`config.mk`:
```
export PLATFORM = sky130hd
export DESIGN_NAME = sorted_tick_timer_queue
export DESIGN_NICKNAME = d
export VERILOG_FILES = /design/src/rtl/tstq_pkg.sv /design/src/rtl/sorted_tick_timer_queue.sv /design/src/rtl/tstq_ram.sv /design/src/rtl/tstq_alu.sv
export SDC_FILE = /design/constraint.sdc
export NUM_CORES = 1
export LEC_CHECK = 0
export BUFFER_PORTS_ARGS = -buffer_cell sky130_fd_sc_hd__buf_2
export CAP_MARGIN = 15
export CORE_MARGIN = 8
export CORE_UTILIZATION = 42
export CTS_BUF_LIST = sky130_fd_sc_hd__clkbuf_16
export CTS_CLUSTER_DIAMETER = 40
export DETAILED_ROUTE_END_ITERATION = 16
export PLACE_DENSITY = 0.56
export SYNTH_ARGS = -nofsm -noshare
export SYNTH_HDL_FRONTEND = slang
export SYNTH_SLANG_ARGS = --single-unit
```
`constraint.sdc`:
```
create_clock -name clk -period 5.3 [get_ports clk]
set_clock_uncertainty 0.15 [all_clocks]
set_input_delay 0.265 -clock clk [delete_from_list [all_inputs] [get_ports clk]]
set_output_delay 0.265 -clock clk [all_outputs]
set_load 0.01 [all_outputs]
```
`src/rtl/tstq_pkg.sv`:
```
// shared types and constants for the sorted tick timer queue
`default_nettype none

package tstq_pkg;

	localparam int DEF_NUM_TIMERS = 16;
	localparam int TID_W          = 4;
	localparam int TICK_W         = 32;
	localparam int KIND_W         = 2;
	localparam int S_TDATA_W      = 40;
	localparam int M_TDATA_W      = 8;

	// request kinds carried on the slave tuser
	typedef enum logic [KIND_W-1:0] {
		KIND_TICK   = 2'd0,
		KIND_ARM    = 2'd1,
		KIND_CANCEL = 2'd2
	} kind_t;

	// result kinds carried on the master tuser
	typedef enum logic {
		REP_EXPIRED = 1'b0,
		REP_CANCEL  = 1'b1
	} rep_t;

	typedef enum logic [2:0] {
		ST_IDLE,
		ST_RM,
		ST_INS,
		ST_TRD,
		ST_TCMP,
		ST_TFIN,
		ST_CREP
	} st_t;

	// operand selection of the shared comparator
	typedef enum logic {
		CMP_INS,
		CMP_TICK
	} cmp_sel_t;

	typedef struct packed {
		cmp_sel_t sel;
	} alu_ctl_t;

	typedef struct packed {
		logic lt;
		logic id_hit;
	} alu_sts_t;

	// one queue slot: timer identifier and its expiry tick
	typedef struct packed {
		logic [TID_W-1:0]  id;
		logic [TICK_W-1:0] exp;
	} ent_t;

endpackage

`default_nettype wire

```
`src/rtl/sorted_tick_timer_queue.sv`:
```
// top level of the sorted tick timer queue
// tick: pops each expired timer from the head, and can wait on m_axis_tready
// arm: runs the remove and insert walks over the queue ram, one slot per cycle
// through the single read port
// cancel: runs the remove walk; one request in flight, results leave via a register
// arst_n clears count, length, head and pending flags; the ram needs no clearing
`default_nettype none

module sorted_tick_timer_queue
	import tstq_pkg::*;
#(
	parameter int NUM_TIMERS = DEF_NUM_TIMERS
) (
	input  wire logic                 clk,
	input  wire logic                 arst_n,
	// request channel
	input  wire logic                 s_axis_tvalid,
	output      logic                 s_axis_tready,
	input  wire logic [S_TDATA_W-1:0] s_axis_tdata,  // timer_id[3:0], delay[35:4], zero pad
	input  wire logic [KIND_W-1:0]    s_axis_tuser,  // kind[1:0]
	// result channel
	output      logic                 m_axis_tvalid,
	input  wire logic                 m_axis_tready,
	output      logic [M_TDATA_W-1:0] m_axis_tdata,  // timer_id_res[3:0], found[4], zero pad
	output      logic                 m_axis_tuser,  // report[0]
	output      logic                 m_axis_tlast
);

	localparam int IDX_W = $clog2(NUM_TIMERS);
	localparam int LEN_W = $clog2(NUM_TIMERS + 1);

	// request fields
	logic [TID_W-1:0]  in_id;
	logic [TICK_W-1:0] in_delay;
	logic [IDX_W-1:0]  in_idx;
	logic              in_ok;

	// sequencer state
	st_t               st_q, st_d;
	logic [TICK_W-1:0] cnt_q, cnt_d;     // tick count, advanced by each tick request
	logic [LEN_W-1:0]  len_q, len_d;     // number of pending timers
	logic [IDX_W-1:0]  hd_q, hd_d;       // ring slot of the earliest timer
	logic [NUM_TIMERS-1:0] pend_q, pend_d;
	logic [LEN_W-1:0]  ri_q, ri_d;       // walk index of the next ram read
	logic [LEN_W-1:0]  di_q, di_d;       // walk index belonging to the read data
	logic              dv_q, dv_d;       // read data valid this cycle
	logic              fnd_q, fnd_d;     // timer found during the remove walk
	logic              arm_q, arm_d;     // remove walk is followed by an insert
	logic              have_q, have_d;   // an expired timer waits for its last flag
	logic [TID_W-1:0]  cand_q, cand_d;
	logic [TID_W-1:0]  id_q, id_d;
	logic [TICK_W-1:0] when_q, when_d;
	logic [IDX_W-1:0]  id_idx_q;

	// ram and shared unit hookup
	logic              re, we;
	logic [IDX_W-1:0]  raddr, waddr;
	logic [LEN_W-1:0]  ridx, widx;
	ent_t              wdata, rdata, new_ent;
	alu_ctl_t          ctl;
	alu_sts_t          sts;

	// result register
	logic              out_free;
	logic              ld;
	rep_t              ld_rep;
	logic [TID_W-1:0]  ld_id;
	logic              ld_found;
	logic              ld_last;
	logic              m_valid_q;
	rep_t              m_rep_q;
	logic [TID_W-1:0]  m_id_q;
	logic              m_found_q;
	logic              m_last_q;

	assign in_id    = s_axis_tdata[TID_W-1:0];
	assign in_delay = s_axis_tdata[TID_W+TICK_W-1:TID_W];
	assign in_idx   = IDX_W'(in_id);
	assign in_ok    = 32'(in_id) < 32'(NUM_TIMERS);
	assign id_idx_q = IDX_W'(id_q);
	assign new_ent  = '{id: id_q, exp: when_q};
	assign out_free = !m_valid_q || m_axis_tready;

	tstq_ram #(
		.DEPTH (NUM_TIMERS),
		.AW    (IDX_W)
	) u_ram (
		.clk   (clk),
		.we    (we),
		.waddr (waddr),
		.wdata (wdata),
		.re    (re),
		.raddr (raddr),
		.rdata (rdata)
	);

	tstq_alu #(
		.NUM_TIMERS (NUM_TIMERS)
	) u_alu (
		.ctl      (ctl),
		.hd       (hd_q),
		.ridx     (ridx),
		.widx     (widx),
		.when_val (when_q),
		.cnt      (cnt_q),
		.id       (id_q),
		.rdata    (rdata),
		.raddr    (raddr),
		.waddr    (waddr),
		.sts      (sts)
	);

	always_ff @(posedge clk or negedge arst_n) begin
		if (!arst_n) begin
			st_q <= ST_IDLE;
		end else begin
			st_q <= st_d;
		end
	end

	always_comb begin
		st_d          = st_q;
		cnt_d         = cnt_q;
		len_d         = len_q;
		hd_d          = hd_q;
		pend_d        = pend_q;
		ri_d          = ri_q;
		di_d          = di_q;
		dv_d          = 1'b0;
		fnd_d         = fnd_q;
		arm_d         = arm_q;
		have_d        = have_q;
		cand_d        = cand_q;
		id_d          = id_q;
		when_d        = when_q;
		re            = 1'b0;
		we            = 1'b0;
		ridx          = '0;
		widx          = '0;
		wdata         = new_ent;
		ctl.sel       = CMP_INS;
		ld            = 1'b0;
		ld_rep        = REP_EXPIRED;
		ld_id         = cand_q;
		ld_found      = 1'b0;
		ld_last       = 1'b0;
		s_axis_tready = 1'b0;
		case (st_q)
			ST_IDLE: begin
				s_axis_tready = 1'b1;
				if (s_axis_tvalid) begin
					id_d = in_id;
					case (s_axis_tuser)
						KIND_TICK: begin
							cnt_d  = cnt_q + 32'd1;
							have_d = 1'b0;
							st_d   = ST_TRD;
						end
						KIND_ARM: begin
							if (in_ok) begin
								when_d = cnt_q + in_delay;
								arm_d  = 1'b1;
								fnd_d  = 1'b0;
								ri_d   = pend_q[in_idx] ? '0 : len_q;
								st_d   = pend_q[in_idx] ? ST_RM : ST_INS;
							end
						end
						KIND_CANCEL: begin
							arm_d = 1'b0;
							fnd_d = 1'b0;
							ri_d  = '0;
							st_d  = (in_ok && pend_q[in_idx]) ? ST_RM : ST_CREP;
						end
						default: begin
						end
					endcase
				end
			end
			// walk up the queue, closing the gap behind the matching slot
			ST_RM: begin
				if (ri_q < len_q) begin
					re   = 1'b1;
					ridx = ri_q;
					ri_d = ri_q + LEN_W'(1);
					dv_d = 1'b1;
					di_d = ri_q;
				end
				if (dv_q) begin
					if (fnd_q) begin
						we    = 1'b1;
						widx  = di_q - LEN_W'(1);
						wdata = rdata;
					end else if (sts.id_hit) begin
						fnd_d = 1'b1;
					end
				end else if (ri_q == len_q) begin
					len_d            = len_q - LEN_W'(fnd_q);
					pend_d[id_idx_q] = 1'b0;
					ri_d             = len_q - LEN_W'(fnd_q);
					st_d             = arm_q ? ST_INS : ST_CREP;
				end
			end
			// walk down from the tail, shifting later expiries up one slot
			ST_INS: begin
				if (ri_q != '0) begin
					re   = 1'b1;
					ridx = ri_q - LEN_W'(1);
					ri_d = ri_q - LEN_W'(1);
					dv_d = 1'b1;
					di_d = ri_q;
				end
				if (dv_q) begin
					we   = 1'b1;
					widx = di_q;
					if (sts.lt) begin
						wdata = rdata;
					end else begin
						len_d            = len_q + LEN_W'(1);
						pend_d[id_idx_q] = 1'b1;
						st_d             = ST_IDLE;
					end
				end else if (ri_q == '0) begin
					// new timer becomes the head
					we               = 1'b1;
					widx             = '0;
					len_d            = len_q + LEN_W'(1);
					pend_d[id_idx_q] = 1'b1;
					st_d             = ST_IDLE;
				end
			end
			ST_TRD: begin
				if (len_q != '0) begin
					re   = 1'b1;
					ridx = '0;
					st_d = ST_TCMP;
				end else begin
					st_d = ST_TFIN;
				end
			end
			// pop the head if expired; the previous pop is sent as not last
			ST_TCMP: begin
				ctl.sel = CMP_TICK;
				widx    = LEN_W'(1);
				if (sts.lt) begin
					if (!have_q || out_free) begin
						if (have_q) begin
							ld = 1'b1;
						end
						cand_d                    = rdata.id;
						have_d                    = 1'b1;
						hd_d                      = waddr;
						len_d                     = len_q - LEN_W'(1);
						pend_d[IDX_W'(rdata.id)]  = 1'b0;
						st_d                      = ST_TRD;
					end
				end else begin
					st_d = ST_TFIN;
				end
			end
			ST_TFIN: begin
				if (!have_q) begin
					st_d = ST_IDLE;
				end else if (out_free) begin
					ld      = 1'b1;
					ld_last = 1'b1;
					st_d    = ST_IDLE;
				end
			end
			ST_CREP: begin
				if (out_free) begin
					ld       = 1'b1;
					ld_rep   = REP_CANCEL;
					ld_id    = id_q;
					ld_found = fnd_q;
					ld_last  = 1'b1;
					st_d     = ST_IDLE;
				end
			end
			default: begin
				st_d = ST_IDLE;
			end
		endcase
	end

	// control registers
	always_ff @(posedge clk or negedge arst_n) begin
		if (!arst_n) begin
			cnt_q     <= '0;
			len_q     <= '0;
			hd_q      <= '0;
			pend_q    <= '0;
			dv_q      <= 1'b0;
			have_q    <= 1'b0;
			m_valid_q <= 1'b0;
		end else begin
			cnt_q  <= cnt_d;
			len_q  <= len_d;
			hd_q   <= hd_d;
			pend_q <= pend_d;
			dv_q   <= dv_d;
			have_q <= have_d;
			if (ld) begin
				m_valid_q <= 1'b1;
			end else if (m_axis_tready) begin
				m_valid_q <= 1'b0;
			end
		end
	end

	// working and result payload
	always_ff @(posedge clk) begin
		ri_q   <= ri_d;
		di_q   <= di_d;
		fnd_q  <= fnd_d;
		arm_q  <= arm_d;
		cand_q <= cand_d;
		id_q   <= id_d;
		when_q <= when_d;
		if (ld) begin
			m_rep_q   <= ld_rep;
			m_id_q    <= ld_id;
			m_found_q <= ld_found;
			m_last_q  <= ld_last;
		end
	end

	assign m_axis_tvalid = m_valid_q;
	assign m_axis_tdata  = {{(M_TDATA_W-TID_W-1){1'b0}}, m_found_q, m_id_q};
	assign m_axis_tuser  = m_rep_q;
	assign m_axis_tlast  = m_last_q;

endmodule

`default_nettype wire

```
`src/rtl/tstq_ram.sv`:
```
// queue storage, one write port and one registered read port
`default_nettype none

module tstq_ram
	import tstq_pkg::*;
#(
	parameter int DEPTH = DEF_NUM_TIMERS,
	parameter int AW    = $clog2(DEF_NUM_TIMERS)
) (
	input  wire logic          clk,
	input  wire logic          we,
	input  wire logic [AW-1:0] waddr,
	input  wire ent_t          wdata,
	input  wire logic          re,
	input  wire logic [AW-1:0] raddr,
	output      ent_t          rdata
);

	ent_t mem_q [DEPTH];

	always_ff @(posedge clk) begin
		if (we) begin
			mem_q[waddr] <= wdata;
		end
	end

	always_ff @(posedge clk) begin
		if (re) begin
			rdata <= mem_q[raddr];
		end
	end

endmodule

`default_nettype wire

```
`src/rtl/tstq_alu.sv`:
```
// shared expiry comparator and circular slot address generation
`default_nettype none

module tstq_alu
	import tstq_pkg::*;
#(
	parameter int NUM_TIMERS = DEF_NUM_TIMERS,
	localparam int IDX_W = $clog2(NUM_TIMERS),
	localparam int LEN_W = $clog2(NUM_TIMERS + 1)
) (
	input  wire alu_ctl_t          ctl,
	input  wire logic [IDX_W-1:0]  hd,
	input  wire logic [LEN_W-1:0]  ridx,
	input  wire logic [LEN_W-1:0]  widx,
	input  wire logic [TICK_W-1:0] when_val,
	input  wire logic [TICK_W-1:0] cnt,
	input  wire logic [TID_W-1:0]  id,
	input  wire ent_t              rdata,
	output      logic [IDX_W-1:0]  raddr,
	output      logic [IDX_W-1:0]  waddr,
	output      alu_sts_t          sts
);

	localparam int SW = LEN_W + 1;
	localparam logic [SW-1:0] DEPTH_C = SW'(NUM_TIMERS);

	logic [SW-1:0]     rsum;
	logic [SW-1:0]     wsum;
	logic [TICK_W-1:0] op_a;
	logic [TICK_W-1:0] op_b;

	// head plus logical index, folded back once into the ring
	always_comb begin
		rsum = SW'(hd) + SW'(ridx);
		wsum = SW'(hd) + SW'(widx);
		if (rsum >= DEPTH_C) begin
			rsum = rsum - DEPTH_C;
		end
		if (wsum >= DEPTH_C) begin
			wsum = wsum - DEPTH_C;
		end
		raddr = IDX_W'(rsum);
		waddr = IDX_W'(wsum);
	end

	// insert: new expiry below slot expiry; tick: slot expiry below count
	always_comb begin
		case (ctl.sel)
			CMP_TICK: begin
				op_a = rdata.exp;
				op_b = cnt;
			end
			default: begin
				op_a = when_val;
				op_b = rdata.exp;
			end
		endcase
		sts.lt     = op_a < op_b;
		sts.id_hit = rdata.id == id;
	end

endmodule

`default_nettype wire

```
==> results of run 1 <==
registers in the layout, summed over array words and instances (netlist names), 5 cells and up:
name / flops
u_ram.mem_q: 576
u_ram.rdata: 36
cnt_q: 32
when_q: 32
pend_q: 16
len_q: 5
ri_q: 5
where the power goes:
| group | total [W] | internal, W | leakage (nW) | switching (W) |
|---|---|---|---|---|
| logic | 0.00936 | 0.00464 | 4.65 | 0.00473 |
| clock network | 0.00703 | 0.00433 | 1.77 | 0.00270 |
| registers | 0.00807 | 0.00762 | 6.87 | 0.000448 |
cells in the final DEF, fill, tap and decap left out, drive strengths merged, types with 12 or more instances in the layout:
master       synthesis  layout
edfxtp             670     670
mux4               185     185
nand2              158     158
buf                 19     119
clkbuf              63     109
ha                  85      85
o21ai               66      66
nor2                64      64
dfrtp               63      63
xnor2               58      58
inv                 28      58
a21oi               53      53
mux2                45      45
mux2i               32      32
clkinv               0      32
nand3               30      30
a21o                24      24
xor2                24      24
dlygate4sd3          0      21
nand4               18      18
clkinvlp             0      17
nor2b               16      16
nor3                15      15
a22oi               12      12
worst max-delay path: cells and delay by family, from the launching register on:
family	cells	cell delay [ns]
AO/OA/AOI/OAI	4	0.85
adder cells (fa/ha/maj)	2	1.21
buffers and inverters	4	0.65
flip-flops	1	0.42
multiplexers	2	0.78
AND/OR/NAND/NOR	3	0.43
layer usage:
metal | track usage (%) | vias to the layer above | share of wire (%)
met5 | 0 | - | 0
met4 | 6.04 | 0 | 2.8
met3 | 2.69 | 152 | 5.2
met2 | 29.8 | 579 | 47
met1 | 26.6 | 9310 | 45
li1 | - | 7855 | -
final timing paths:
| path | endpoint | slack (ns) | cells past startpoint |
|---|---|---|---|
| min reg2reg | pend_q[13] | 0.36 | 2 |
| max | u_ram.rdata[22] | 0.53 | 15 |
| min in group asynchronous | cnt_q[3] | 0.18 | 2 |
| min | when_q[7] | 0.04 | 3 |
| max reg2reg | u_ram.rdata[22] | 0.53 | 15 |
| max in group asynchronous | cnt_q[24] | 4.17 | 2 |
repair_timing:
action / 4_1_cts / 5_1_grt
hold endpoints to repair: 82 / 0
hold buffers: 21 / 0
endpoints found under the setup margin: 0 / 0
through the flow:
stage | setup slack [ns] | util [%]
4_1_cts | 0.505 | 50.5
3_3_place_gp | 0.600 | 45.4
2_1_floorplan | 0.428 | -
6_report | 0.525 | 50.5
3_5_place_dp | 0.563 | 45.4
5_1_grt | 0.301 | 50.5
layout make-up:
cell class / count / area [um^2] / share of cell area [%]
multi-input combinational: 1029 / 10300 / 26.8
inverter: 28 / 105 / 0.274
clock buffer: 109 / 2730 / 7.11
sequential: 733 / 21700 / 56.6
timing repair buffer: 140 / 1370 / 3.57
antenna: 1 / 2.50 / 0.00652
clock inverter: 90 / 897 / 2.34
tap: 1030 / 1290 / 3.36
cell families (layout without fill, tap and decap cells):
logic type      count (synthesis)  in the layout
simple gates                  366            366
fa+ha+maj                      88             88
other cells                     1              4
flops                         733            733
compound gates                228            228
buf+inv                       110            367
mux                           262            262
xor+xnor                       82             82
==> impl_metrics.py, run 1 <==
metrics = {
    "status": {
        "outcome": "finished clean",
    },
    "min_path": {
        "hold_path_class": "primary input to flop",
        "hp-start": "s_axis_tdata[11]",
    },
    "critical_path": {
        "path_max_fanout": 20,
        "critPathLaunch": "len_q[1]",
        "r2r_start": "len_q[1]",
        "slowest_delay_ns": 0.88,
        "crit_arrival_ns": 5.01,
        "critPathKind": "flop to flop",
        "path_cells": "inv_1 -> ha_1 -> nor2b_1 -> o21a_1 -> o21ai_1 -> nand2b_1 -> a21oi_1 -> and2_1 -> inv_1 -> o22ai_1 -> fa_4 -> buf_12 -> buf_12 -> mux4_2 -> mux4_2",
        "cp-start-kind": "flop",
        "crit_required_ns": 5.53,
        "worst_path_max_delay_cell": "fa_4",
        "cp-end-kind": "flop",
    },
    "detailed_routing": {
        "wl_per_cell_um": 25.5,
        "wl_um": 80600,
        "final_antenna_net_count": 0,
        "num_vias": 17896,
        "drt_iter0_markers": 1533,
        "drc": 0,
        "via_per_inst": 5.66,
        "first_pass_iters": 8,
    },
    "logic_synthesis": {
        "synthAdderAreaFrac_pct": 3.49,
        "synth_area_leaders": "edfxtp_1 62%, mux4_2 13%, dfrtp_1 4.9%",
        "async_reset_ff_share_pct": 8.59,
        "synth_top_area_share_pct": 62.4,
        "synth_cell_type_count": 70,
        "synth_seq_cells": 733,
        "synthTopCellsByCount": "670 x edfxtp_1, 185 x mux4_2, 158 x nand2_1, 85 x ha_1, 64 x nor2_1",
        "syn_inst": 1870,
        "synth_xor_area_share_pct": 2.25,
        "synth_area_per_cell_um2": 17.2,
        "synth_top_family_by_area": "multiplexers",
        "yosysSeqAreaShare_pct": 67.3,
        "synth_warnings": 0,
        "syn_area_um2": 32200,
        "synthMuxAreaShare_pct": 15.5,
        "synth_top_area_cell": "edfxtp_1",
        "synth_simple_gate_area_share_pct": 5.46,
        "synth-main-ff-cell": "edfxtp_1",
        "synth.most_common_cell": "edfxtp_1",
        "synth-compound-area-share_pct": 4.59,
        "synth_edf_count": 670,
    },
    "sta": {
        "maxSlewViolCount": 0,
        "finalSetupTns_ns": 0,
        "relSlewSlack_pct": 24.8,
        "holdWs_ns": 0.0442,
        "timing.final.crit_share_pct": 90.1,
        "fmax_mhz": 209,
        "hold_viol": 0,
        "rsz0062_at_grt": "no",
        "worst_pin_slew_ns": 1.13,
        "finalSetupViolations": 0,
        "min_period_ns": 4.77,
    },
    "clock_network": {
        "cts_tree": "built",
        "postCtsSetupBuffers": 0,
        "clk_latency_ns": 0.66,
        "cts-htree-levels": 3,
        "clk_pin_slew_ns": 0.05,
        "ctsRootBufferMaster": "clkbuf_16",
        "clockBufferDepth": 3,
        "cts_resized": 0,
        "cts_made_buffers": 107,
        "cts_sinks": 733,
    },
    "grt": {
        "grt_pass1_wl_um": 120000,
        "grt_max_degree": 64,
        "grt_pass1_vias": 18472,
        "grtUsageTotal_pct": 18.7,
        "gr-total-overflow": 0,
        "antenna_found_initial": 2,
    },
    "finish": {
        "fill_cells": 6185,
        "drive_gt1_share_pct": 25.9,
        "layout.nets": 2173,
        "final_cell_count_no_fill": 3160,
        "area_growth_pct": 19.0,
        "fin_area_um2": 38400,
    },
    "pwr": {
        "fin_total_pwr_w": 0.0245,
        "power_density_nw_per_um2": 638,
        "leakagePower_nw": 13.3,
        "peakVddDrop_v": 0.000568,
    },
    "placement": {
        "port_buffers": 50,
        "dp_hpwl_um": 45300,
        "placed_cells": 2939,
        "gp_congestion": 0.871,
        "dpl-instance-area_um2": 34500,
    },
    "job": {
        "maxCapViolCount": 0,
    },
    "floorplan": {
        "initial_core_util_pct": 42.4,
        "fp.coreArea_um2": 75900,
        "num_rows": 101,
        "die_y_um": 293,
        "floorplan.die_area_um2": 85900,
        "die_w_um": 293,
        "ios": 58,
    },
}
Power figures use the tool's default switching activity.
==> run 2, diff against run 1 <==
--- a/config.mk
+++ b/config.mk
@@ -13,6 +13,7 @@
 export CTS_CLUSTER_DIAMETER = 40
 export DETAILED_ROUTE_END_ITERATION = 16
 export PLACE_DENSITY = 0.56
+export RECOVER_POWER = 50
 export SYNTH_ARGS = -nofsm -noshare
 export SYNTH_HDL_FRONTEND = slang
 export SYNTH_SLANG_ARGS = --single-unit
==> run 2 against run 1 <==
Effect of this change:
- the run now ends with capacitance limit, slew limit left
- register-to-register slack worse by 0.07 ns
- core utilization is 0.28 points lower
- sequential share of layout area rose by 0.31 points
- clock-buffer cell count did not move
- largest cell class unchanged
==> impl_metrics.py, run 2 (synthesis gave the netlist of run 1 again) <==
metrics = {
    "pwr": {
        "power_density_nw_per_um2": 639,
        "peakVddDrop_v": 0.000576,
        "leakagePower_nw": 13.2,
        "fin_total_pwr_w": 0.0244,
    },
    "sta": {
        "min_period_ns": 4.84,
        "relSlewSlack_pct": -179,
        "finalSetupViolations": 0,
        "finalSetupTns_ns": 0,
        "fmax_mhz": 206,
        "maxSlewViolCount": 134,
        "holdWs_ns": 0.0436,
        "worst_pin_slew_ns": 4.19,
        "timing.final.crit_share_pct": 91.4,
        "hold_viol": 0,
        "rsz0062_at_grt": "no",
    },
    "detailed_routing": {
        "drt_iter0_markers": 1478,
        "num_vias": 17932,
        "wl_per_cell_um": 25.5,
        "first_pass_iters": 5,
        "drc": 0,
        "via_per_inst": 5.67,
        "final_antenna_net_count": 0,
        "wl_um": 80500,
    },
    "min_path": {
        "hold_path_class": "primary input to flop",
    },
    "floorplan": {
        "die_w_um": 293,
        "num_rows": 101,
        "ios": 58,
        "fp.coreArea_um2": 75900,
        "floorplan.die_area_um2": 85900,
        "die_y_um": 293,
        "initial_core_util_pct": 42.4,
    },
    "critical_path": {
        "critPathKind": "flop to flop",
        "cp-start-kind": "flop",
        "slowest_delay_ns": 0.88,
        "crit_arrival_ns": 5.08,
        "path_cells": "inv_1 -> ha_1 -> nor2b_1 -> o21a_1 -> o21ai_0 -> nand2b_1 -> a21oi_1 -> and2_0 -> inv_1 -> o22ai_1 -> fa_4 -> buf_12 -> buf_12 -> mux4_2 -> mux4_2",
        "crit_required_ns": 5.53,
        "path_max_fanout": 20,
        "cp-end-kind": "flop",
        "worst_path_max_delay_cell": "fa_4",
    },
    "finish": {
        "ff_latch_area_um2": 21700,
        "top_register": "u_ram.mem_q",
        "final_cell_mix": "670 x edfxtp_1, 185 x mux4_2, 158 x nand2_1, 109 x clkbuf_16, 84 x ha_1",
        "fill_cells": 6228,
        "largest_register_ffs": 576,
        "drive_gt1_share_pct": 24.4,
        "reg.largest.list": "u_ram.mem_q x576, u_ram.rdata x36",
        "multi_input_area_um2": 10200,
        "area_growth_pct": 18.3,
        "layout.nets": 2173,
        "final_common_cell": "edfxtp_1",
    },
    "placement": {
        "dp_hpwl_um": 45300,
        "port_buffers": 50,
        "gp_congestion": 0.871,
    },
    "clock_network": {
        "cts_sinks": 733,
        "clk_pin_slew_ns": 0.06,
        "cts_tree": "built",
        "cts-htree-levels": 3,
        "cts_made_buffers": 107,
        "clk_latency_ns": 0.65,
        "clockBufferDepth": 3,
        "cts_resized": 0,
        "ctsRootBufferMaster": "clkbuf_16",
    },
    "job": {
        "maxCapViolCount": 3,
    },
    "grt": {
        "gr-total-overflow": 0,
        "grt_max_degree": 64,
        "grt_pass1_wl_um": 120000,
        "antenna_found_initial": 2,
        "grtUsageTotal_pct": 18.7,
        "grt_pass1_vias": 18472,
    },
    "status": {
        "violations": "capacitance limit, slew limit",
        "outcome": "finished with violations",
    },
}
## run 2: cell count changes in the layout (fill, tap and decap cells not counted), sizes merged
cell    before  now
buf        119   88
clkbuf     109  140
diode        1    2
## run 2: timing repair
action                     in CTS  in global routing
setup endpoints to repair       0                  0
hold buffers                   21                  0
buffers inserted                0                  0
hold endpoints to repair       82                  0
## run 2: path summary, 6_finish.rpt
check / slack [ns] / cells past startpoint / to / from
worst max-delay path: 0.46 / 15 / u_ram.rdata[22] / len_q[1]
worst min-delay path: 0.04 / 3 / when_q[7] / s_axis_tdata[11]
worst max register to register: 0.46 / 15 / u_ram.rdata[22] / len_q[1]
worst min register to register: 0.36 / 2 / pend_q[12] / pend_q[12]
max in group asynchronous: 1.14 / 2 / cnt_q[24] / arst_n
min in group asynchronous: 1.50 / 2 / cnt_q[3] / arst_n
## run 2: cell type report
class	count	share of cell area (%)
Multi-Input combinational cell	1029	26.8
Timing Repair Buffer	140	3.11
Clock inverter	90	2.35
Tap cell	1030	3.38
Sequential cell	733	56.9
Antenna cell	2	0.0131
Clock buffer	109	7.15
Inverter	28	0.276
## run 2: worst max-delay path: cells and delay by family (launching register included)
kind	cells	cell delay [ns]
adders and majority gates	2	1.21
AOI/OAI and AO/OA	4	0.87
buffers and inverters	4	0.66
DFF	1	0.42
muxes	2	0.78
and+or+nand+nor	3	0.45
## run 2: layer usage
layer,routed length (um),vias to the layer above,global-route usage (%)
met4,2240,0,6.04
met1,35900,9352,26.6
met3,4410,146,2.69
li1,-,7856,-
met2,38000,578,29.8
met5,0,-,0
## run 2: through the flow
step                setup slack (ns)  instances  cell area, um^2  util (%)
finish                         0.456       3161            38100      50.2
global route                   0.156       3159            38100      50.2
CTS                            0.505       3159            38400      50.5
detailed placement             0.563       2939            34500      45.4
global placement               0.600       2939            34500      45.4
floorplan                      0.428       1872            32200         -
## run 2: power by group
| group | leakage (nW) | switching (W) | internal, W |
|---|---|---|---|
| Sequential | 6.87 | 0.000447 | 0.00763 |
| Combinational | 4.53 | 0.00471 | 0.00457 |
| Clock | 1.77 | 0.00270 | 0.00433 |
| Total | 13.2 | 0.00786 | 0.0165 |
==> run 3, diff against run 2 <==
--- a/config.mk
+++ b/config.mk
@@ -12,7 +12,7 @@
 export CTS_BUF_LIST = sky130_fd_sc_hd__clkbuf_16
 export CTS_CLUSTER_DIAMETER = 40
 export DETAILED_ROUTE_END_ITERATION = 16
-export PLACE_DENSITY = 0.56
+export PLACE_DENSITY = 0.58
 export RECOVER_POWER = 50
 export SYNTH_ARGS = -nofsm -noshare
 export SYNTH_HDL_FRONTEND = slang
==> constraint.sdc (replaced) <==
create_clock -name clk -period 4 [get_ports clk]
set_clock_uncertainty 0.15 [all_clocks]
set_input_delay 0.2 -clock clk [delete_from_list [all_inputs] [get_ports clk]]
set_output_delay 0.2 -clock clk [all_outputs]
set_load 0.01 [all_outputs]
==> run 3 against run 2 <==
Effect of this change:
- sequential share of layout area fell by 4.2 points
- wire length rose by 12%
- register-to-register slack lost 0.58 ns
- maximum frequency up 17%
- global-route usage is 0.99 points higher
- combinational power grew 71%
- core utilization increased by 4.0 points
- the run ends with capacitance limit, slew limit, setup timing left
- sequential power increased by 34%
==> impl_metrics.py, run 3 (synthesis gave the netlist of run 1 again) <==
metrics = {
    "clock_network": {
        "clk_latency_ns": 0.69,
        "cts-htree-levels": 3,
        "cts_made_buffers": 108,
        "cts_tree": "built",
        "clk_pin_slew_ns": 0.05,
        "clockBufferDepth": 3,
        "cts_sinks": 733,
        "ctsRootBufferMaster": "clkbuf_16",
    },
    "grt": {
        "grt_pass1_wl_um": 127000,
        "antenna_found_initial": 0,
        "grtUsageTotal_pct": 19.7,
        "grt_max_degree": 64,
        "grt_pass1_vias": 19447,
        "gr-total-overflow": 0,
    },
    "detailed_routing": {
        "via_per_inst": 5.75,
        "wl_um": 90200,
        "first_pass_iters": 5,
        "drt_iter0_markers": 1811,
        "num_vias": 19321,
        "wl_per_cell_um": 26.9,
        "final_antenna_net_count": 0,
        "drc": 0,
    },
    "finish": {
        "drive_gt1_share_pct": 33.0,
        "top_register": "u_ram.mem_q",
        "fill_cells": 5888,
        "reg.largest.list": "u_ram.mem_q x576, u_ram.rdata x36",
        "area_growth_pct": 27.8,
        "antenna_cells": 0,
        "multi_input_area_um2": 11000,
        "final_cell_mix": "670 x edfxtp_1, 185 x mux4_2, 156 x nand2_1, 133 x buf_4, 118 x clkbuf_16",
        "ff_latch_area_um2": 21700,
        "final_common_cell": "edfxtp_1",
        "layout.nets": 2374,
        "largest_register_ffs": 576,
    },
    "floorplan": {
        "fp.coreArea_um2": 75900,
        "ios": 58,
        "die_y_um": 293,
        "die_w_um": 293,
        "initial_core_util_pct": 42.4,
        "num_rows": 101,
        "floorplan.die_area_um2": 85900,
    },
    "status": {
        "violations": "capacitance limit, slew limit, setup timing",
        "outcome": "finished with violations",
    },
    "sta": {
        "rsz0062_at_grt": "yes",
        "min_period_ns": 4.13,
        "timing.final.crit_share_pct": 103,
        "maxSlewViolCount": 64,
        "worst_pin_slew_ns": 1.73,
        "hold_viol": 0,
        "setup_slack_ns": -0.127,
        "finalSetupViolations": 36,
        "finalSetupTns_ns": -2.59,
        "relSlewSlack_pct": -15.6,
        "fmax_mhz": 242,
    },
    "critical_path": {
        "path_max_fanout": 8,
        "worst_path_max_delay_cell": "fa_4",
        "slowest_delay_ns": 0.69,
        "crit_required_ns": 4.22,
        "path_cells": "inv_2 -> ha_4 -> nor2b_4 -> o21a_1 -> o21ai_1 -> nand2b_1 -> a21oi_2 -> ha_2 -> nand2_2 -> o21ai_4 -> ha_4 -> fa_4 -> buf_12 -> buf_16 -> mux4_2 -> mux4_2",
        "crit_arrival_ns": 4.35,
        "cp-start-kind": "flop",
        "cp.buffers_inverters": 3,
        "cp_top_family": "adder cells",
        "cp-end-kind": "flop",
        "critPathKind": "flop to flop",
    },
    "placement": {
        "port_buffers": 50,
        "dp_hpwl_um": 53600,
        "gp_congestion": 0.872,
    },
    "pwr": {
        "fin_total_pwr_w": 0.0360,
        "leakagePower_nw": 14.7,
        "power_density_nw_per_um2": 874,
        "peakVddDrop_v": 0.000597,
    },
    "min_path": {
        "hold_path_class": "primary input to flop",
    },
    "job": {
        "maxCapViolCount": 1,
    },
}
==> run 3: worst paths after layout <==
path                            cells past startpoint  slack (ns)               to        startpoint
max in group asynchronous                           2        2.26        cnt_q[22]            arst_n
min in group asynchronous                           2        0.38        pend_q[8]            arst_n
worst max register to register                     16       -0.13  u_ram.rdata[17]          len_q[1]
worst min register to register                      2        0.35        pend_q[7]         pend_q[7]
worst min-delay path                                3        0.06       when_q[17]  s_axis_tdata[21]
worst max-delay path                               16       -0.13  u_ram.rdata[17]          len_q[1]
==> run 3: metrics by stage <==
step	cell area, um^2	util, %	std cells	hold WS, ns	setup slack (ns)
final	41200	54.2	3360	0.0614	-0.127
after global placement	35700	47.0	3050	0.211	-0.380
after detailed placement	35700	47.0	3050	0.233	-0.426
after CTS	40200	52.9	3306	0.00229	-0.157
after global routing	41200	54.2	3360	0.0385	-0.220
after floorplan	32500	-	1872	-0.246	-0.309
==> run 3: timing repair <==
| action | CTS | global route |
|---|---|---|
| setup buffers | 15 | 23 |
| gates resized for setup | 66 | 92 |
| cloned | 9 | 33 |
| pin swaps | 11 | 22 |
| endpoints found under the setup margin | 640 | 919 |
| hold buffers | 32 | 0 |
| hold endpoints to repair | 100 | 0 |
==> run 3: tightest hold or removal path: cells and delay by family <==
family | cells | cell delay [ns]
fa+ha+maj | 1 | 0.27
buf+inv | 1 | 0.16
xor+xnor | 1 | 0.14
==> run 3: area by class of cell <==
class                   instances  share of cell area (%)
clock buffers                 109                    6.62
clock inverters                91                    2.17
inverters                      28                   0.255
multi-input cells            1056                    26.8
flip-flops and latches        733                    52.7
well taps                    1030                    3.13
repair buffers                313                    8.36
==> run 3: where the power goes <==
part,switching [W],total [W],leakage (nW),internal [W]
Sequential,0.000724,0.0108,6.87,0.0101
Combinational,0.00735,0.0159,6.04,0.00857
Clock,0.00372,0.00926,1.77,0.00554
==> run 3: metal layers <==
| layer | wire length, um | GRT usage (%) | vias to the layer above |
|---|---|---|---|
| met5 | 0 | 0 | - |
| met4 | 1950 | 5.13 | 0 |
| li1 | - | - | 8319 |
| met3 | 6410 | 3.44 | 139 |
| met1 | 38200 | 26.9 | 10078 |
| met2 | 43600 | 32.8 | 785 |
